$ cat src/sv/trc_pkg.sv
// package for the tick rate converter
// constants and payload types, no dependencies
package trc_pkg;

  localparam int unsigned TickWidth = 64;
  localparam int unsigned RefRateWidth = 27;
  localparam logic [RefRateWidth-1:0] RefRateHz = RefRateWidth'(100000000);
  localparam logic [TickWidth-1:0] HostFreqReset = TickWidth'(100000000);
  localparam logic [TickWidth-1:0] ProdLimit = 64'hFFFF_FFFF_FFFF_FFFF / 64'd100000000;
  localparam int unsigned AddrWidth = 4;
  localparam logic [AddrWidth-1:0] AddrHostFreq = AddrWidth'(0);

  typedef struct packed {
    logic [TickWidth-1:0] tick_count;
  } in_item_t;

  typedef struct packed {
    logic [TickWidth-1:0] ref_count;
    logic                 ok;
  } out_item_t;

endpackage

$ cat src/sv/trc_scale.sv
// two-stage scaling of whole seconds and leftover ticks by the reference rate
// depends on trc_pkg
module trc_scale
  import trc_pkg::*;
(
  input  logic                 clk_i,
  input  logic                 rst_ni,
  input  logic                 en_i,
  input  logic                 valid_i,
  input  logic [TickWidth-1:0] secs_i,
  input  logic [TickWidth-1:0] left_i,
  output logic                 valid_o,
  output logic [TickWidth-1:0] whole_o,
  output logic [TickWidth-1:0] lprod_o,
  output logic                 fail_o
);

  localparam int unsigned PW = 32 + RefRateWidth;

  logic          valid_q [2];
  logic [PW-1:0] s_lo_q, s_hi_q, l_lo_q, l_hi_q;
  logic          fail_q  [2];
  logic [TickWidth-1:0] whole_q, lprod_q;
  logic [TickWidth-1:0] whole_d, lprod_d;

  always_comb begin
    whole_d = TickWidth'(s_lo_q) + TickWidth'({s_hi_q, 32'd0});
    lprod_d = TickWidth'(l_lo_q) + TickWidth'({l_hi_q, 32'd0});
  end

  always_ff @(posedge clk_i or negedge rst_ni) begin
    if (!rst_ni) begin
      valid_q[0] <= 1'b0;
      valid_q[1] <= 1'b0;
    end else if (en_i) begin
      valid_q[0] <= valid_i;
      valid_q[1] <= valid_q[0];
    end
  end

  always_ff @(posedge clk_i) begin
    if (en_i) begin
      s_lo_q    <= PW'(secs_i[31:0]) * PW'(RefRateHz);
      s_hi_q    <= PW'(secs_i[63:32]) * PW'(RefRateHz);
      l_lo_q    <= PW'(left_i[31:0]) * PW'(RefRateHz);
      l_hi_q    <= PW'(left_i[63:32]) * PW'(RefRateHz);
      fail_q[0] <= (secs_i > ProdLimit) || (left_i > ProdLimit);
      whole_q   <= whole_d;
      lprod_q   <= lprod_d;
      fail_q[1] <= fail_q[0];
    end
  end

  assign valid_o = valid_q[1];
  assign whole_o = whole_q;
  assign lprod_o = lprod_q;
  assign fail_o  = fail_q[1];

endmodule

$ cat config.mk
export PLATFORM = sky130hd
export DESIGN_NAME = trc_scale
export DESIGN_NICKNAME = d
export VERILOG_FILES = /design/src/sv/trc_pkg.sv /design/src/sv/trc_scale.sv
export SDC_FILE = /design/constraint.sdc
export NUM_CORES = 2
export LEC_CHECK = 0
export CORE_ASPECT_RATIO = 1.75
export CORE_MARGIN = 5
export CORE_UTILIZATION = 47
export CTS_CLUSTER_SIZE = 16
export DETAILED_ROUTE_END_ITERATION = 16
export DONT_BUFFER_PORTS = 1
export GPL_ROUTABILITY_DRIVEN = 0
export PLACE_DENSITY_LB_ADDON = 0.2
export SYNTH_ARGS = -nofsm -noshare
export SYNTH_HDL_FRONTEND = slang
export SYNTH_SLANG_ARGS = --single-unit
$ cat constraint.sdc
create_clock -name clk_i -period 3.8 [get_ports clk_i]
set_clock_uncertainty 0.05 [all_clocks]
set_input_delay 0.38 -clock clk_i [delete_from_list [all_inputs] [get_ports clk_i]]
set_output_delay 0.38 -clock clk_i [all_outputs]
set_load 0.02 [all_outputs]
-- Word-level counts from Yosys, hierarchy flattened
Memory sizes are Yosys's and may differ from the RTL's.
Index checks and enable logic that the tools add are counted.
- bits in registers: 280
- RAM bits: 2
- input port bits: 132
- output and inout bits: 130
- logic and storage cells: 20
- memories kept: 1
- add/subtract/negate cells: 2
- $mul: 4
- magnitude comparators: 2
- muxes and demuxes: 2
- reduce and logical (&&, ||, !) cells: 1
- memories (name ; words ; bits a word ; rd ports ; clocked after memory_dff ; wr ports ; RTL line ; text):
    fail_q ; 2 ; 1 ; 2 ; 0 ; 2 ; trc_scale.sv:22 ; logic fail_q [2];
- operators with widths (kind ; number):
    $add 59x64->64 ; 2
    $gt 64x38->1 const B ; 2
    $mul 32x19->51 const B ; 2
    $mul 32x19->24 const B ; 2
    $mux 1 ; 2
    $logic_or 1x1->1 ; 1

-- Depth between registers and ports, before layout
- depth after elaboration: 2
- gate-level depth with buffers: 23
- depth with buffers taken out: 23

-- Least setup slack after synthesis
Ideal clock, no wire load.
- kind: input-to-reg
- start: input port secs_i[7]
- end: register s_lo_q[58], data pin
- library setup time: 135 ps
- arrival: 6053 ps
- data required time: 3615 ps
- path slack: -2439 ps
- stages on the path: 22
- buffers on the path: 0
- cells stage by stage: inv_1 > fa_1 > inv_1 > ha_1 > a21o_1 > fa_1 > fa_1 > fa_1 > inv_1 > fa_1 > inv_1 > ha_1 > a21o_1 > a221o_1 > a21oi_2 > o21ai_1 > or3_4 > o21ai_2 > a21oi_2 > o221a_4 > or4_1 > nand3_1
- longest elaborated chain between the ends: 1
- RTL lines (item ; RTL line ; text):
    start, declared ; trc_scale.sv:10 ; input logic [TickWidth-1:0] secs_i,
    $mul 32x19->51 ; trc_scale.sv:43 ; s_lo_q <= PW'(secs_i[31:0]) * PW'(RefRateHz);
    end signal, assigned ; trc_scale.sv:43 ;
    end, declared ; trc_scale.sv:21 ; logic [PW-1:0] s_lo_q, s_hi_q, l_lo_q, l_hi_q;
No other way between the ends.
A chain may end at the register's enable or synchronous reset.

-- Worst setup path in the final report
- start: input port secs_i[11]
- end: register s_lo_q[58], data pin
Same word-level chain as after synthesis.

==> flow_metrics.env <==
export IMPL_status="finished, violations left"
export IMPL_violations="negative setup slack"
export IMPL_final_setup_tns_ns=-94.73
export IMPL_highest_signal_layer="met4"
export IMPL_synthCells=3915
export IMPL_cts_buffers=30
export IMPL_num_vias=29380
export IMPL_min_from="left_i[56]"
export IMPL_finalCriticalPeriod_ns=5.631
export IMPL_cp_data_required_time_ns=4.24
export IMPL_synth_top_area_cell="fa_1"
export IMPL_avgSynthCellArea_um2=10.96
export IMPL_drtAntennaViolNets=0
export IMPL_met2WireLength_um=65670
export IMPL_nNetsFinal=6232
export IMPL_post_route_period_util_pct=148.2
export IMPL_first_pass_iters=5
export IMPL_slew_headroom_pct=18.75
export IMPL_synth_area_um2=42900
export IMPL_drt_iter0_drc=935
export IMPL_worstMarginPinSlew_ns=1.219
export IMPL_dieArea_um2=97660
export IMPL_yosys_register_bits=266
export IMPL_drv_cap=0
export IMPL_r2r_end="whole_o[61]"
export IMPL_min_delay_worst_endpoint="fail_q[0][0]"
export IMPL_numPortBuffers=0
export IMPL_cts_buffer_depth=3
export IMPL_die_h_um=409.7
export IMPL_yosys_warnings=0
export IMPL_holdWs_ns=0.03284
export IMPL_async_flop_share_pct=0.7519
export IMPL_critPathCaptureType="flip-flop"
export IMPL_syn_to_final_growth_pct=25.67
export IMPL_cts_tree="built"
export IMPL_regToRegSetupSlack_ns=0.30
export IMPL_htreeDepth=1
export IMPL_synthTopCellsByArea="fa_1 (34%), ha_1 (21%), edfxtp_1 (18%)"
export IMPL_synthFlopType="edfxtp_1"
export IMPL_wl_met3_um=4176
export IMPL_fmax_mhz=177.6
export IMPL_grt_pass1_wl_um=179100
export IMPL_cts_sinks=266
export IMPL_crit_arrival_ns=6.08
export IMPL_dp_hpwl_um=95390
export IMPL_setup_ws_ns=-1.831
export IMPL_synth_common_cells="inv_1 (1140), fa_1 (734), ha_1 (724)"
export IMPL_grt_util_all_layers_pct=23.51
export IMPL_r2r_cells=12
export IMPL_worst_path_max_fanout=9
export IMPL_layout_drive_gt1_share_pct=25.53
export IMPL_core_um2=90610
export IMPL_dpl_instance_area_um2=50250
export IMPL_seq_area_frac_synth_pct=18.59
export IMPL_via_per_inst=5.022
export IMPL_io_pins=262
export IMPL_setup_viol=91
export IMPL_grt_ovfl_total=0
export IMPL_routed_wl_um=112800
export IMPL_cts_clk_slew_worst_paths_ns=0.07
export IMPL_synth_most_common_cell="inv_1"
export IMPL_met1_length_um=35890
export IMPL_whs_path_depth=3
export IMPL_rsz0062_at_grt="true"
export IMPL_synth_enable_flop_cells=264
export IMPL_wl_per_cell_um=19.28
export IMPL_grt_max_degree=267
export IMPL_startpoint_type="input pin"
export IMPL_min_delay_path_class="in2reg"
export IMPL_r2r_start="s_lo_q[41]"
export IMPL_rows=146
export IMPL_num_antenna_cells=0
export IMPL_final_area_um2=53920
export IMPL_crit_type="in2reg"
export IMPL_synth_distinct_cells=69
export IMPL_drv_slew=0
export IMPL_synth_top_cell_area_share_pct=34.25
export IMPL_root_buffer="clkbuf_16"
export IMPL_die_w_um=238.4
export IMPL_antenna_found_initial=1
export IMPL_first_global_vias=34150
export IMPL_num_fill_cells=7629
export IMPL_clock_latency_ns=0.63
export IMPL_initial_core_util_pct=47.35
export IMPL_final_hold_violation_count=0
export IMPL_route_detailed_drc=0
## what timing repair did
item                                    4_1_cts  5_1_grt
hold buffers                                 30        7
hold endpoints to repair                    292       55
pin swaps                                   165      200
buffers inserted                             53       34
gates resized for setup                     207      182
endpoints found under the setup margin       91       94
## state kept, by name (all words and copies together), names as in the netlist
register,count
valid_q,1
l_hi_q,24
lprod_o,56
l_lo_q,51
whole_o,56
s_hi_q,24
valid_o,1
fail_q,2
s_lo_q,51
## worst max-delay path, stage by stage
cell and delay, ns:
clkinvlp_4 0.10, buf_6 0.15, fa_2 0.34, fa_1 0.50
inv_2 0.04, fa_2 0.58, fa_2 0.47, fa_1 0.52
inv_1 0.05, fa_1 0.49, inv_2 0.05, ha_4 0.22
and3_4 0.17, a221o_1 0.35, a21oi_2 0.17, o21ai_2 0.09
or3_4 0.35, o21ai_4 0.21, a21oi_4 0.09, o221a_4 0.25
or4_1 0.40, nand3_1 0.08
## per-stage QoR
stage               instances  setup WS (ns)  util [%]
global route             5850         -2.000     59.51
global placement         5692         -2.496     55.46
floorplan                3930         -2.115         -
CTS                      5827         -1.782     58.47
detailed placement       5692         -2.540     55.46
finish                   5850         -1.831     59.51
## how the worst max path moves through the flow
stage / start / end / slack [ns] / depth (start not counted)
final: secs_i[11] / s_lo_q[58] / -1.83 / 22
after global routing: secs_i[11] / s_lo_q[58] / -2.00 / 22
after CTS: secs_i[11] / s_lo_q[58] / -1.78 / 23
after detailed placement: secs_i[11] / s_lo_q[58] / -2.54 / 21
after global placement: secs_i[8] / s_lo_q[58] / -2.50 / 21
after floorplan: secs_i[9] / s_lo_q[58] / -2.11 / 21
## metal layers
layer	vias to the layer above	track usage [%]
met5	-	0
met4	0	10.77
met3	269	3.224
met2	569	48.06
met1	14730	22.50
li1	13810	-
## final cells by class
type | count | area (um^2) | share of cell area, %
Clock inverter | 22 | 284.0 | 0.5268
Inverter | 1140 | 4402 | 8.164
Timing Repair Buffer | 701 | 5674 | 10.52
Clock buffer | 34 | 797.0 | 1.478
Sequential cell | 266 | 7978 | 14.80
Tap cell | 1184 | 1481 | 2.748
Multi-Input combinational cell | 2503 | 33300 | 61.76
## cell families (layout without fill, tap and decap cells)
group / count (synthesis) / after routing / share of synthesized area [%]
and+or+nand+nor: 334 / 334 / 3.835
DFF: 266 / 266 / 18.59
xor gates and xnor gates: 239 / 239 / 4.879
muxes: 3 / 3 / 0.07582
AOI/OAI and AO/OA: 453 / 453 / 6.944
buffers and inverters: 1161 / 1897 / 10.30
other: 1 / 16 / 0.008741
adders and majority gates: 1458 / 1458 / 55.36
## cells in the final DEF, fill, tap and decap left out, types with 13 or more instances in the layout
| master | count |
|---|---|
| a21o_1 | 97 |
| a21oi_1 | 83 |
| a21oi_2 | 38 |
| a21oi_4 | 15 |
| buf_4 | 586 |
| buf_6 | 77 |
| clkbuf_16 | 31 |
| clkinvlp_4 | 23 |
| conb_1 | 16 |
| dlygate4sd3_1 | 36 |
| edfxtp_1 | 264 |
| fa_1 | 689 |
| fa_2 | 45 |
| ha_1 | 621 |
| ha_4 | 91 |
| inv_1 | 1042 |
| inv_2 | 70 |
| nand2_1 | 63 |
| nand2_2 | 13 |
| nand2b_1 | 17 |
| nand3_1 | 27 |
| nand4_1 | 21 |
| nor2_1 | 62 |
| nor3_1 | 23 |
| o21a_1 | 23 |
| o21ai_0 | 33 |
| o21ai_2 | 19 |
| o21bai_1 | 17 |
| xnor2_1 | 131 |
| xnor2_2 | 15 |
| xor2_1 | 85 |
Power is not shown: default switching activity piles up to over one toggle a cycle in this logic, so the estimate is an artifact.
